==> config.mk <==
export PLATFORM = sky130hd
export DESIGN_NAME = quadratic_speed_ramp
export DESIGN_NICKNAME = d
export VERILOG_FILES = /design/src/hdl/qsr_pkg.sv /design/src/hdl/qsr_ramp_unit.sv /design/src/hdl/quadratic_speed_ramp.sv
export SDC_FILE = /design/constraint.sdc
export NUM_CORES = 2
export LEC_CHECK = 0
export ABC_AREA = 1
export BUFFER_PORTS_ARGS = -buffer_cell sky130_fd_sc_hd__buf_2
export CAP_MARGIN = 20
export CORE_MARGIN = 4
export CORE_UTILIZATION = 45
export CTS_BUF_LIST = sky130_fd_sc_hd__clkbuf_16
export DETAILED_ROUTE_END_ITERATION = 8
export SKIP_LAST_GASP = 1
export SYNTH_ARGS = -nofsm -noshare
export SYNTH_HDL_FRONTEND = slang
export SYNTH_HIERARCHICAL = 1
export SYNTH_SLANG_ARGS = --single-unit
==> constraint.sdc <==
create_clock -name clock -period 17.4 [get_ports clock]
set_input_delay 1.74 -clock clock [delete_from_list [all_inputs] [get_ports clock]]
set_output_delay 1.74 -clock clock [all_outputs]
set_load 0.01 [all_outputs]
==> src/hdl/qsr_pkg.sv <==
`timescale 1ns / 1ps
// shared types and constants for the quadratic speed ramp
// used by qsr_ramp_unit, quadratic_speed_ramp and qsr_checker; no dependencies
package qsr_pkg;

   // speed limits and widths
   localparam int SPEED_MAX = 255;
   localparam int SPEED_W   = 9;
   localparam int MAG_W     = $clog2(SPEED_MAX + 1);
   localparam logic signed [SPEED_W-1:0] SPEED_POS = SPEED_W'(SPEED_MAX);
   localparam logic signed [SPEED_W-1:0] SPEED_NEG = -SPEED_POS;

   // fixed point: profile time in 2^-8 ms, magnitude scaled by 2^48 before the divide
   localparam int RATE_W  = 32;
   localparam int TIME_W  = 32;
   localparam int FRAC_W  = 8;
   localparam int SCALE_W = 48;
   localparam int DIV_W   = MAG_W + SCALE_W;
   localparam int ROOT_W  = DIV_W / 2;
   localparam int CNT_W   = $clog2(DIV_W);
   localparam int DTQ_W   = TIME_W + FRAC_W;
   localparam int HALF_W  = 32;
   localparam int PROD_W  = 2 * HALF_W;
   localparam int MAG_SHIFT = SCALE_W - HALF_W;

   // stream and register port layout
   localparam int REQ_TDATA_W = 48;
   localparam int RSP_TDATA_W = 16;
   localparam int CSR_IDX_W   = 1;
   localparam logic [RATE_W-1:0] RATE_RESET = 32'd273804;

   // action codes
   localparam logic ACT_SET  = 1'b0;
   localparam logic ACT_TICK = 1'b1;

   // register indexes
   localparam logic [CSR_IDX_W-1:0] REG_ACCEL = 1'b0;
   localparam logic [CSR_IDX_W-1:0] REG_DECEL = 1'b1;

   typedef enum logic [1:0] {
      ST_IDLE,
      ST_CALC,
      ST_EMIT
   } qsr_state_type;

   typedef enum logic [3:0] {
      U_IDLE,
      U_DIV,
      U_SQRT,
      U_TIME,
      U_MSQ,
      U_MLO,
      U_MHI,
      U_SUM,
      U_DONE
   } qsr_unit_state_type;

   typedef struct packed {
      logic              start;
      logic              accel;
      logic [MAG_W-1:0]  mag_now;
      logic [MAG_W-1:0]  mag_goal;
      logic [RATE_W-1:0] rate;
      logic [TIME_W-1:0] elapsed;
   } qsr_cmd_type;

   typedef struct packed {
      logic             done;
      logic [MAG_W-1:0] mag;
   } qsr_sts_type;

endpackage

==> src/hdl/qsr_ramp_unit.sv <==
`timescale 1ns / 1ps
// iterative ramp arithmetic: bit-serial divide, digit-serial square root and
// a shared 32x32 multiplier for the quadratic profile; uses qsr_pkg
module qsr_ramp_unit (
   input  logic                 clock,
   input  logic                 reset,
   input  qsr_pkg::qsr_cmd_type cmd,
   output qsr_pkg::qsr_sts_type sts
);

   qsr_pkg::qsr_unit_state_type state_ff, state_in;

   logic [qsr_pkg::CNT_W-1:0]   cnt_ff, cnt_in;
   logic [qsr_pkg::DIV_W-1:0]   acc_ff, acc_in;
   logic [qsr_pkg::RATE_W-1:0]  rem_ff, rem_in;
   logic [qsr_pkg::ROOT_W-1:0]  root_ff, root_in;
   logic [qsr_pkg::HALF_W-1:0]  tq_ff, tq_in;
   logic [qsr_pkg::PROD_W-1:0]  prod_ff, prod_in;
   logic [qsr_pkg::HALF_W-1:0]  hi_ff, hi_in;
   logic [qsr_pkg::HALF_W-1:0]  lo_ff, lo_in;
   logic [qsr_pkg::RATE_W-1:0]  rate_ff, rate_in;
   logic [qsr_pkg::DTQ_W-1:0]   dtq_ff, dtq_in;
   logic                        accel_ff, accel_in;
   logic [qsr_pkg::MAG_W-1:0]   goal_ff, goal_in;
   logic [qsr_pkg::MAG_W-1:0]   mag_ff, mag_in;

   // shared compare-subtract unit
   logic [qsr_pkg::RATE_W:0]    sub_a, sub_b;
   logic [qsr_pkg::RATE_W+1:0]  sub_diff;
   logic                        sub_ge;

   // shared multiplier
   logic [qsr_pkg::HALF_W-1:0]  mul_a, mul_b;
   logic [qsr_pkg::PROD_W-1:0]  mul_p;

   // profile time
   logic [qsr_pkg::DTQ_W:0]     time_sum;
   logic                        time_sat;
   logic                        time_zero;
   logic                        time_clamp;
   logic [qsr_pkg::ROOT_W-1:0]  time_dec;

   // final scaling and clamp
   logic [qsr_pkg::PROD_W-1:0]  sum;
   logic [qsr_pkg::PROD_W-qsr_pkg::MAG_SHIFT-1:0] mag_wide;
   logic                        mag_big;
   logic [qsr_pkg::MAG_W-1:0]   mag_low;

   logic div_last, sqrt_last;

   assign sub_diff = {1'b0, sub_a} - {1'b0, sub_b};
   assign sub_ge   = ~sub_diff[qsr_pkg::RATE_W+1];
   assign mul_p    = qsr_pkg::PROD_W'(mul_a) * qsr_pkg::PROD_W'(mul_b);

   assign div_last  = (cnt_ff == qsr_pkg::CNT_W'(qsr_pkg::DIV_W - 1));
   assign sqrt_last = (cnt_ff == qsr_pkg::CNT_W'(qsr_pkg::ROOT_W - 1));

   assign time_sum   = {1'b0, dtq_ff} + (qsr_pkg::DTQ_W + 1)'(root_ff);
   assign time_sat   = |time_sum[qsr_pkg::DTQ_W:qsr_pkg::HALF_W];
   assign time_zero  = (dtq_ff >= qsr_pkg::DTQ_W'(root_ff));
   assign time_dec   = root_ff - dtq_ff[qsr_pkg::ROOT_W-1:0];
   // saturated or past-zero profile time both land on the goal
   assign time_clamp = accel_ff ? time_sat : time_zero;

   assign sum      = prod_ff + qsr_pkg::PROD_W'(lo_ff);
   assign mag_wide = sum[qsr_pkg::PROD_W-1:qsr_pkg::MAG_SHIFT];
   assign mag_big  = |mag_wide[$bits(mag_wide)-1:qsr_pkg::MAG_W];
   assign mag_low  = mag_wide[qsr_pkg::MAG_W-1:0];

   always_ff @(posedge clock) begin
      if (reset) begin
         state_ff <= qsr_pkg::U_IDLE;
      end else begin
         state_ff <= state_in;
      end
      cnt_ff   <= cnt_in;
      acc_ff   <= acc_in;
      rem_ff   <= rem_in;
      root_ff  <= root_in;
      tq_ff    <= tq_in;
      prod_ff  <= prod_in;
      hi_ff    <= hi_in;
      lo_ff    <= lo_in;
      rate_ff  <= rate_in;
      dtq_ff   <= dtq_in;
      accel_ff <= accel_in;
      goal_ff  <= goal_in;
      mag_ff   <= mag_in;
   end

   // next state
   always_comb begin
      state_in = state_ff;
      case (state_ff)
         qsr_pkg::U_IDLE: if (cmd.start) state_in = qsr_pkg::U_DIV;
         qsr_pkg::U_DIV:  if (div_last) state_in = qsr_pkg::U_SQRT;
         qsr_pkg::U_SQRT: if (sqrt_last) state_in = qsr_pkg::U_TIME;
         qsr_pkg::U_TIME: state_in = time_clamp ? qsr_pkg::U_DONE : qsr_pkg::U_MSQ;
         qsr_pkg::U_MSQ:  state_in = qsr_pkg::U_MLO;
         qsr_pkg::U_MLO:  state_in = qsr_pkg::U_MHI;
         qsr_pkg::U_MHI:  state_in = qsr_pkg::U_SUM;
         qsr_pkg::U_SUM:  state_in = qsr_pkg::U_DONE;
         qsr_pkg::U_DONE: state_in = qsr_pkg::U_IDLE;
         default:         state_in = qsr_pkg::U_IDLE;
      endcase
   end

   // datapath
   always_comb begin
      cnt_in   = cnt_ff;
      acc_in   = acc_ff;
      rem_in   = rem_ff;
      root_in  = root_ff;
      tq_in    = tq_ff;
      prod_in  = prod_ff;
      hi_in    = hi_ff;
      lo_in    = lo_ff;
      rate_in  = rate_ff;
      dtq_in   = dtq_ff;
      accel_in = accel_ff;
      goal_in  = goal_ff;
      mag_in   = mag_ff;
      sub_a    = '0;
      sub_b    = '0;
      mul_a    = '0;
      mul_b    = '0;
      sts.done = 1'b0;
      sts.mag  = mag_ff;
      case (state_ff)
         qsr_pkg::U_IDLE: begin
            if (cmd.start) begin
               acc_in   = {cmd.mag_now, {qsr_pkg::SCALE_W{1'b0}}};
               rem_in   = '0;
               root_in  = '0;
               cnt_in   = '0;
               rate_in  = cmd.rate;
               dtq_in   = {cmd.elapsed, {qsr_pkg::FRAC_W{1'b0}}};
               accel_in = cmd.accel;
               goal_in  = cmd.mag_goal;
            end
         end
         qsr_pkg::U_DIV: begin
            // restoring divide, one quotient bit per cycle
            sub_a  = {rem_ff, acc_ff[qsr_pkg::DIV_W-1]};
            sub_b  = {1'b0, rate_ff};
            rem_in = sub_ge ? sub_diff[qsr_pkg::RATE_W-1:0] : sub_a[qsr_pkg::RATE_W-1:0];
            // square root starts from an empty remainder
            if (div_last) rem_in = '0;
            acc_in = {acc_ff[qsr_pkg::DIV_W-2:0], sub_ge};
            cnt_in = div_last ? '0 : cnt_ff + 1'b1;
         end
         qsr_pkg::U_SQRT: begin
            // two radicand bits per cycle, one root bit out
            sub_a   = {rem_ff[qsr_pkg::RATE_W-2:0], acc_ff[qsr_pkg::DIV_W-1 -: 2]};
            sub_b   = (qsr_pkg::RATE_W + 1)'({root_ff, 2'b01});
            rem_in  = sub_ge ? sub_diff[qsr_pkg::RATE_W-1:0] : sub_a[qsr_pkg::RATE_W-1:0];
            root_in = {root_ff[qsr_pkg::ROOT_W-2:0], sub_ge};
            acc_in  = {acc_ff[qsr_pkg::DIV_W-3:0], 2'b00};
            cnt_in  = sqrt_last ? '0 : cnt_ff + 1'b1;
         end
         qsr_pkg::U_TIME: begin
            tq_in = accel_ff ? time_sum[qsr_pkg::HALF_W-1:0] : qsr_pkg::HALF_W'(time_dec);
            if (time_clamp) mag_in = goal_ff;
         end
         qsr_pkg::U_MSQ: begin
            mul_a   = tq_ff;
            mul_b   = tq_ff;
            prod_in = mul_p;
         end
         qsr_pkg::U_MLO: begin
            mul_a   = prod_ff[qsr_pkg::HALF_W-1:0];
            mul_b   = rate_ff;
            prod_in = mul_p;
            hi_in   = prod_ff[qsr_pkg::PROD_W-1:qsr_pkg::HALF_W];
         end
         qsr_pkg::U_MHI: begin
            mul_a   = hi_ff;
            mul_b   = rate_ff;
            prod_in = mul_p;
            lo_in   = prod_ff[qsr_pkg::PROD_W-1:qsr_pkg::HALF_W];
         end
         qsr_pkg::U_SUM: begin
            if (accel_ff) begin
               mag_in = (mag_big || mag_low >= goal_ff) ? goal_ff : mag_low;
            end else begin
               mag_in = (!mag_big && mag_low <= goal_ff) ? goal_ff : mag_low;
            end
         end
         qsr_pkg::U_DONE: begin
            sts.done = 1'b1;
         end
         default: begin
         end
      endcase
   end

endmodule

==> src/hdl/quadratic_speed_ramp.sv <==
`timescale 1ns / 1ps
// quadratic speed ramp top level: stream ports, speed state, register file
// depends on qsr_pkg and qsr_ramp_unit
// path: set-target transactions and ticks that cannot step go through the emit state
//   into the output register; a stepping tick first waits in the calc state for the unit,
//   whose divide and square root run serially through its single shared subtractor;
//   the multiply steps are skipped when the profile time saturates or passes zero
// flow: one transaction at a time; the next is taken in the same cycle that the result
//   enters the output register; the emit state holds while that register is full and stalled
// reset: synchronous, clears speeds, change time, rates to 273804 and all valid flags
module quadratic_speed_ramp (
   input  logic                              clock,
   input  logic                              reset,
   input  logic                              req_tvalid,
   output logic                              req_tready,
   input  logic [qsr_pkg::REQ_TDATA_W-1:0]   req_tdata,  // target_speed[8:0], now_ms[40:9]
   input  logic                              req_tuser,  // action
   output logic                              rsp_tvalid,
   input  logic                              rsp_tready,
   output logic [qsr_pkg::RSP_TDATA_W-1:0]   rsp_tdata,  // drive_speed[8:0]
   output logic                              rsp_tuser,  // changed
   input  logic                              csr_valid,
   output logic                              csr_ready,
   input  logic [qsr_pkg::CSR_IDX_W-1:0]     csr_index,
   input  logic [qsr_pkg::RATE_W-1:0]        csr_data
);

   qsr_pkg::qsr_state_type state_ff, state_in;

   logic [qsr_pkg::RATE_W-1:0]         accel_rate_ff, accel_rate_in;
   logic [qsr_pkg::RATE_W-1:0]         decel_rate_ff, decel_rate_in;
   logic signed [qsr_pkg::SPEED_W-1:0] cur_speed_ff, cur_speed_in;
   logic signed [qsr_pkg::SPEED_W-1:0] goal_speed_ff, goal_speed_in;
   logic [qsr_pkg::TIME_W-1:0]         last_ms_ff, last_ms_in;
   logic [qsr_pkg::TIME_W-1:0]         now_ff, now_in;
   logic                               neg_ff, neg_in;
   logic                               changed_ff, changed_in;
   logic                               rsp_valid_ff, rsp_valid_in;
   logic signed [qsr_pkg::SPEED_W-1:0] rsp_speed_ff, rsp_speed_in;
   logic                               rsp_changed_ff, rsp_changed_in;

   qsr_pkg::qsr_cmd_type cmd;
   qsr_pkg::qsr_sts_type sts;

   logic                               req_fire;
   logic                               out_free;
   logic signed [qsr_pkg::SPEED_W-1:0] req_target;
   logic [qsr_pkg::TIME_W-1:0]         req_now;
   logic signed [qsr_pkg::SPEED_W-1:0] tgt_clamped;
   logic signed [qsr_pkg::SPEED_W-1:0] eff_goal;
   logic signed [qsr_pkg::SPEED_W-1:0] cur_abs;
   logic signed [qsr_pkg::SPEED_W-1:0] eff_abs;
   logic [qsr_pkg::MAG_W-1:0]          mag_now;
   logic [qsr_pkg::MAG_W-1:0]          mag_goal;
   logic                               accel;
   logic [qsr_pkg::RATE_W-1:0]         rate_sel;
   logic                               cur_pos, cur_neg, goal_pos, goal_neg;
   logic                               do_step;
   logic signed [qsr_pkg::SPEED_W-1:0] step_speed;

   assign req_target = req_tdata[qsr_pkg::SPEED_W-1:0];
   assign req_now    = req_tdata[qsr_pkg::SPEED_W +: qsr_pkg::TIME_W];
   assign req_tready = (state_ff == qsr_pkg::ST_IDLE);
   assign req_fire   = req_tvalid & req_tready;
   assign out_free   = ~rsp_valid_ff | rsp_tready;
   assign csr_ready  = 1'b1;

   assign rsp_tvalid = rsp_valid_ff;
   assign rsp_tdata  = {{(qsr_pkg::RSP_TDATA_W - qsr_pkg::SPEED_W){1'b0}}, rsp_speed_ff};
   assign rsp_tuser  = rsp_changed_ff;

   // target clamp
   always_comb begin
      tgt_clamped = req_target;
      if (req_target > qsr_pkg::SPEED_POS) tgt_clamped = qsr_pkg::SPEED_POS;
      if (req_target < qsr_pkg::SPEED_NEG) tgt_clamped = qsr_pkg::SPEED_NEG;
   end

   // tick decision: reversal ramps down to zero first
   assign cur_pos  = (cur_speed_ff > 0);
   assign cur_neg  = (cur_speed_ff < 0);
   assign goal_pos = (goal_speed_ff > 0);
   assign goal_neg = (goal_speed_ff < 0);
   assign eff_goal = ((cur_pos && goal_neg) || (cur_neg && goal_pos)) ? '0 : goal_speed_ff;
   assign cur_abs  = cur_neg ? -cur_speed_ff : cur_speed_ff;
   assign eff_abs  = (eff_goal < 0) ? -eff_goal : eff_goal;
   assign mag_now  = cur_abs[qsr_pkg::MAG_W-1:0];
   assign mag_goal = eff_abs[qsr_pkg::MAG_W-1:0];
   assign accel    = (mag_goal > mag_now);
   assign rate_sel = accel ? accel_rate_ff : decel_rate_ff;
   assign do_step  = (cur_speed_ff != goal_speed_ff) && (rate_sel != '0);

   assign cmd.start    = req_fire && (req_tuser == qsr_pkg::ACT_TICK) && do_step;
   assign cmd.accel    = accel;
   assign cmd.mag_now  = mag_now;
   assign cmd.mag_goal = mag_goal;
   assign cmd.rate     = rate_sel;
   assign cmd.elapsed  = req_now - last_ms_ff;

   assign step_speed = neg_ff ? -qsr_pkg::SPEED_W'(sts.mag) : qsr_pkg::SPEED_W'(sts.mag);

   qsr_ramp_unit u_unit (
      .clock (clock),
      .reset (reset),
      .cmd   (cmd),
      .sts   (sts)
   );

   always_ff @(posedge clock) begin
      if (reset) begin
         state_ff       <= qsr_pkg::ST_IDLE;
         accel_rate_ff  <= qsr_pkg::RATE_RESET;
         decel_rate_ff  <= qsr_pkg::RATE_RESET;
         cur_speed_ff   <= '0;
         goal_speed_ff  <= '0;
         last_ms_ff     <= '0;
         rsp_valid_ff   <= 1'b0;
      end else begin
         state_ff       <= state_in;
         accel_rate_ff  <= accel_rate_in;
         decel_rate_ff  <= decel_rate_in;
         cur_speed_ff   <= cur_speed_in;
         goal_speed_ff  <= goal_speed_in;
         last_ms_ff     <= last_ms_in;
         rsp_valid_ff   <= rsp_valid_in;
      end
      now_ff         <= now_in;
      neg_ff         <= neg_in;
      changed_ff     <= changed_in;
      rsp_speed_ff   <= rsp_speed_in;
      rsp_changed_ff <= rsp_changed_in;
   end

   // next state
   always_comb begin
      state_in = state_ff;
      case (state_ff)
         qsr_pkg::ST_IDLE: if (req_fire) state_in = cmd.start ? qsr_pkg::ST_CALC : qsr_pkg::ST_EMIT;
         qsr_pkg::ST_CALC: if (sts.done) state_in = qsr_pkg::ST_EMIT;
         qsr_pkg::ST_EMIT: if (out_free) state_in = qsr_pkg::ST_IDLE;
         default:          state_in = qsr_pkg::ST_IDLE;
      endcase
   end

   // outputs and state updates
   always_comb begin
      accel_rate_in  = accel_rate_ff;
      decel_rate_in  = decel_rate_ff;
      cur_speed_in   = cur_speed_ff;
      goal_speed_in  = goal_speed_ff;
      last_ms_in     = last_ms_ff;
      now_in         = now_ff;
      neg_in         = neg_ff;
      changed_in     = changed_ff;
      rsp_speed_in   = rsp_speed_ff;
      rsp_changed_in = rsp_changed_ff;
      rsp_valid_in   = rsp_valid_ff & ~rsp_tready;

      if (csr_valid) begin
         case (csr_index)
            qsr_pkg::REG_ACCEL: accel_rate_in = csr_data;
            qsr_pkg::REG_DECEL: decel_rate_in = csr_data;
            default: begin
            end
         endcase
      end

      case (state_ff)
         qsr_pkg::ST_IDLE: begin
            if (req_fire) begin
               changed_in = 1'b0;
               now_in     = req_now;
               // sign of the move; a start from rest takes the goal's sign
               neg_in     = (cur_speed_ff != 0) ? cur_neg : ~(eff_goal > 0);
               if (req_tuser == qsr_pkg::ACT_SET) begin
                  goal_speed_in = tgt_clamped;
                  last_ms_in    = req_now;
               end
            end
         end
         qsr_pkg::ST_CALC: begin
            if (sts.done && step_speed != cur_speed_ff) begin
               cur_speed_in = step_speed;
               last_ms_in   = now_ff;
               changed_in   = 1'b1;
            end
         end
         qsr_pkg::ST_EMIT: begin
            if (out_free) begin
               rsp_valid_in   = 1'b1;
               rsp_speed_in   = cur_speed_ff;
               rsp_changed_in = changed_ff;
            end
         end
         default: begin
         end
      endcase
   end

endmodule

* Yosys cells after proc, flatten, opt, wreduce, memory -nomap -nowiden *
Cells that the tools add are included.

word-level totals
  input port bits = 87
  logic and storage cells = 169
  register bits after elaboration = 528

cells by class
  equal/unequal tests = 23
  reduce and logical (&&, ||, !) cells = 36
  multiplexer cells = 52
  $add $sub $neg = 9
  order comparisons = 12
  multiply operators = 1
  bitwise logic cells = 9

operators by type and width
  kind                  number
  $mux W32              8
  $pmux W32 S2          3
  $pmux W32 S3          2
  $pmux W56 S3          1
  $pmux W33 S2          1
  $add A64 B32 Y64      1
  $mul A32 B32 Y64      1
  $reduce_bool A32 Y1   2
  $mux W28              2
  $mux W56              1
  $pmux W28 S2          1
  $mux W8               6
  $add A40 B28 Y41      1
  $ge A40 B28 Y1        1
  $reduce_or A40 Y1     1
  $mux W9               4
  $sub A33 B32 Y34      1
  $pmux W4 S8           1
  $sub A32 B32 Y32      1
  $sub A28 B28 Y28      1
  $gt A9 B1 Y1 const B  3
  $lt A9 B1 Y1 const B  3
  $mux W6               3
  $ne A9 B9 Y1          2
  other kinds (41)      91

* Longest topological paths before layout *
  depth after elaboration = 14
  depth in mapped cells = 40
  depth with buffers taken out = 38

* Cells and area by module *
The synthesis kept the hierarchy.

by module, submodules not included
  module                times used  cells an instance  area an instance (µm²)
  qsr_ramp_unit         1           6721               55513.2
  quadratic_speed_ramp  1           1357               9450.3

* Worst setup path before layout *
No wires, ideal clock.

  path type = register to register
  start = register u_unit.state_ff[2]
  end = register u_unit/prod_ff[58] in the netlist's numbering (data pin)
  buffers on the path = 2
  cell stages (with the launch flop) = 34
  clock period less this slack = 8.677 ns
  slack = 8.723 ns
  data required time = 17.124 ns
  arrival = 8.402 ns
  path through = dfxtp_1 -> inv_1 -> nor2_1 -> inv_1 -> nor2_1 -> clkbuf_1 -> nand2_1 -> nand3_1 -> inv_1 -> clkbuf_1 -> nor2_1 -> fa_1 -> fa_1 -> fa_1 -> inv_1 -> fa_1 -> inv_1 -> fa_1 -> fa_1 -> fa_1 -> inv_1 -> fa_1 -> inv_1 -> ha_1 -> a21oi_1 -> inv_1 -> a21oi_1 -> a21boi_0 -> nor2_1 -> nor2_1 -> nand3_1 -> a21oi_1 -> o311ai_0 -> xor2_1

between the ends
  longest elaborated chain between the ends = 4

RTL lines
  element                            RTL line              RTL
  start: declaration                 qsr_ramp_unit.sv:11   qsr_pkg::qsr_unit_state_type state_ff, state_in;
  start signal: assignment           qsr_ramp_unit.sv:72   state_ff <= qsr_pkg::U_IDLE;
  start signal: assignment           qsr_ramp_unit.sv:74   state_ff <= state_in;
  $eq A4 B3 Y1                       qsr_ramp_unit.sv:129  case (state_ff)
  $reduce_or A2 Y1 (no source line)  n/a
  $pmux W32 S2                       qsr_ramp_unit.sv:129
  $mul A32 B32 Y64 *                 qsr_ramp_unit.sv:53   assign mul_p = qsr_pkg::PROD_W'(mul_a) * qsr_pkg::PROD_W'(mul_b);
  named net u_unit.mul_p, one bit    qsr_ramp_unit.sv:34   logic [qsr_pkg::PROD_W-1:0] mul_p;
  end signal: assignment             qsr_ramp_unit.sv:81   prod_ff <= prod_in;
  end: declaration                   qsr_ramp_unit.sv:18   logic [qsr_pkg::PROD_W-1:0] prod_ff, prod_in;

Mark *: on every way through the listed nets, which the timed path passes. The rest lies on a longest branch.
A chain may end at the register's enable or synchronous reset.

* Worst setup path in the final report *
  start = register u_unit.state_ff[2]
  end = register u_unit/prod_ff[59] in the netlist's numbering (data pin)

The elaborated chain is that of the path after synthesis.

==> run_results.csv <==
group,metric,value,unit
global_route,grt_max_degree,89,
yosys,seq_area_frac_synth,22.5,%
yosys,syn-mean-instance-area,8.04,sq um
clock_network,cts_post_setup_buffers_inserted,0,
clock_network,cts_buffers,58,
pwr,swShare,39.4,%
global_route,grt_use_total,28.1,%
sta,tns,0,ns
global_route,grt_overflow,0,
clock_network,cts_tree,"done",
pwr,intPower,2.91,mW
setup_path,cp_slowest_cell,"clkinv_1",
placement,post-place-ws,6.95,ns
setup_path,worstPathRequired,17.76,ns
pwr,comb_power_share,38.6,%
cells_and_area,drive_gt1_share,5.16,%
clock_network,clkLatencyLatePin,0.64,ns
outcome,status,"completed",
yosys,synth-edff-count,407,
sta,skew,0.0275,ns
clock_network,cts_root_buf,"clkbuf_16",
yosys,yosysWarnings,6,
floorplan,die_x,388,um
placement,routabilityCongestion,0.972,
run,drv_cap,0,
clock_network,cts_sinks,528,
sta,max_freq,94.5,MHz
pwr,p_switching,1.89,mW
yosys,yosys.area.top_type,"fa_1",
clock_network,ctsLongestPathBuffers,3,
global_route,grt_pass1_wl,326000,um
floorplan,fp-row-count,139,
sta,tightest_slew,1.12,ns
setup_path,crit_family,"adder cells",
yosys,yosysMostFrequentCell,"inv_1",
placement,dp_hpwl,167000,um
floorplan,die_h,388,um
pwr,fin_total_pwr,4.81,mW
clock_network,htreeDepth,2,
sta,slew_violations,0,
setup_path,worst-path-buf-inv,8,
cells_and_area,nets,9477,
pwr,leakage,34.3,nW
yosys,synth_area,65000,sq um
yosys,syn_inst,8078,
cells_and_area,diodes,0,
yosys,ys_seq_elements,528,
clock_network,cts-resized-gates,0,
detailed_routing,drc,0,
floorplan,coreArea,143000,sq um
yosys,yosys-top-cells-count,"inv_1 (1740), nand2_1 (1621), nor2_1 (1023)",
yosys,synth_cell_types,59,
floorplan,die_area,151000,sq um
detailed_routing,drt_wl_total,211000,um
sta,worst_slack,6.82,ns
cells_and_area,fillers,14100,
pwr,clkPwrFrac,25.6,%
placement,place_inst,9897,
detailed_routing,drt-initial-drc-count,4051,
min_path,hold_path.class,"reg2reg",
yosys,netlist_top_cells_area,"fa_1 (28%), edfxtp_1 (19%), inv_1 (10%), nand2_1 (9.4%), ha_1 (8.4%)",
setup_path,cp_max_fo,31,
pwr,power_density,68.9,nW/um^2
sta,finalCritPeriodShare,60.8,%
sta,final-hold-violation-count,0,
setup_path,cp-start-kind,"register",
sta,slew_headroom,25.2,%
setup_path,max_stage_delay,0.94,ns
setup_path,worstPathArrival,10.95,ns
sta,finalCriticalPeriod,10.58,ns
detailed_routing,via_per_inst,5.32,
floorplan,io_pins,107,
sta,setup_violations,0,
clock_network,cts_hold_buf,0,
global_route,antenna_found_initial,2,
floorplan,initial_core_util,45.3,%
detailed_routing,wl_per_cell,21.1,um
detailed_routing,ant_nets,0,
cells_and_area,finalNonFillerCells,10000,
clock_network,clk_pin_slew,0.06,ns
pwr,seqPwrFrac,35.8,%
detailed_routing,vias,53200,
yosys,yosysTopAreaCellShare,27.7,%
setup_path,crit_path_frequent_cell,"fa_1",
global_route,first_global_vias,54200,
sta,rsz0062_at_grt,"false",
setup_path,crit_type,"reg2reg",
placement,io_buffers,91,
setup_path,cp-end-kind,"register",
cells_and_area,syn2layout_area_growth,7.33,%
yosys,synth_flop_cell,"edfxtp_1",
pwr,ir_drop,0.000111,V
yosys,async_flop_share,0,%
detailed_routing,first_pass_iters,6,
path summary, 6_finish.rpt:
kind / from / endpoint / slack [ns] / cells after the start
setup / recovery: u_unit/state_ff[2] / u_unit/prod_ff[59] / 6.82 / 32
hold / removal: changed_ff / rsp_tuser / 0.45 / 0
setup reg to reg: u_unit/state_ff[2] / u_unit/prod_ff[59] / 6.82 / 32
hold reg to reg: changed_ff / rsp_tuser / 0.45 / 0
worst reg2reg max path: cells and delay by family, from the launching register on:
kind,cells,cell delay [ns]
AO/OA/AOI/OAI,5,1.74
XOR/XNOR,1,0.18
adder cells (fa/ha/maj),9,4.44
buffers and inverters,8,1.75
flip-flops,1,0.32
AND/OR/NAND/NOR,9,1.89
sequential cells by signal (all words and copies together) (netlist names), 8 cells and up:
register and count:
u_unit/goal_ff 8, u_unit/lo_ff 32, goal_speed_ff 9, u_unit/dtq_ff 32, u_unit/hi_ff 32, u_unit/rem_ff 32
u_unit/rate_ff 32, u_unit/root_ff 28, u_unit/acc_ff 56, u_unit/mag_ff 8, cur_speed_ff 9, accel_rate_ff 32
u_unit/prod_ff 64, decel_rate_ff 32, u_unit/tq_ff 32, last_ms_ff 32, now_ff 32, rsp_speed_ff 9
cells by family (layout without fill, tap and decap cells):
logic type | count (synthesis) | count (layout) | synth area share (%)
buf+inv | 2067 | 2086 | 12.1
simple gates | 3066 | 3066 | 19.0
fa+ha+maj | 1335 | 1335 | 36.1
flops | 528 | 528 | 22.5
compound gates | 928 | 928 | 8.20
xor+xnor | 149 | 149 | 2.01
other cells | 2 | 8 | 0.0116
mux | 3 | 3 | 0.0462
power by group through the flow:
stage / combinational, mW / clock (mW) / sequential, mW
after global placement: 1.82 / 0 / 1.74
final: 1.85 / 1.23 / 1.72
after floorplan: 1.38 / 0 / 1.72
after global routing: 2.11 / 1.31 / 1.74
after detailed placement: 1.84 / 0 / 1.75
after CTS: 1.85 / 1.26 / 1.72
cell type report:
class / count / area (sq um) / area share, %
tap: 1903 / 2380 / 3.41
multi-input combinational: 5489 / 42800 / 61.4
timing repair buffer: 197 / 1310 / 1.87
sequential: 528 / 14600 / 21.0
clock buffer: 65 / 1630 / 2.33
clock inverter: 43 / 285 / 0.409
inverter: 1781 / 6690 / 9.60
routing by layer:
layer	GRT usage (%)	vias up	routed length, um
met5	0	-	14
met4	13.5	2	12600
met3	4.04	484	14400
met2	47.3	1946	100000
met1	35.8	26000	84200
li1	-	24700	-
through the flow:
step	instance area [sq um]	utilization, %	hold WS (ns)
floorplan	65000	-	0.400
CTS	69700	48.6	0.452
detailed placement	67800	47.2	0.445
global route	69700	48.6	0.469
finish	69700	48.6	0.447
global placement	67700	47.2	0.411
cell usage in the layout, fill, tap and decap left out, types with 33 or more instances in the layout:
master | Yosys | layout
buf_2 | 24 | 91
a21oi_1 | 347 | 345
xor2_1 | 104 | 104
nand3_1 | 238 | 238
xnor2_1 | 45 | 45
buf_4 | 16 | 102
dfxtp_1 | 121 | 121
clkinv_1 | 20 | 33
a31oi_1 | 36 | 36
o22ai_1 | 108 | 108
nand4_1 | 45 | 45
edfxtp_1 | 407 | 407
nor2_1 | 1023 | 1014
o21ai_0 | 231 | 229
ha_1 | 435 | 435
nand2_1 | 1621 | 1619
clkbuf_16 | 0 | 65
inv_1 | 1740 | 1747
nor3_1 | 41 | 41
fa_1 | 900 | 900
No activity file was read; power rests on OpenSTA's default activity.
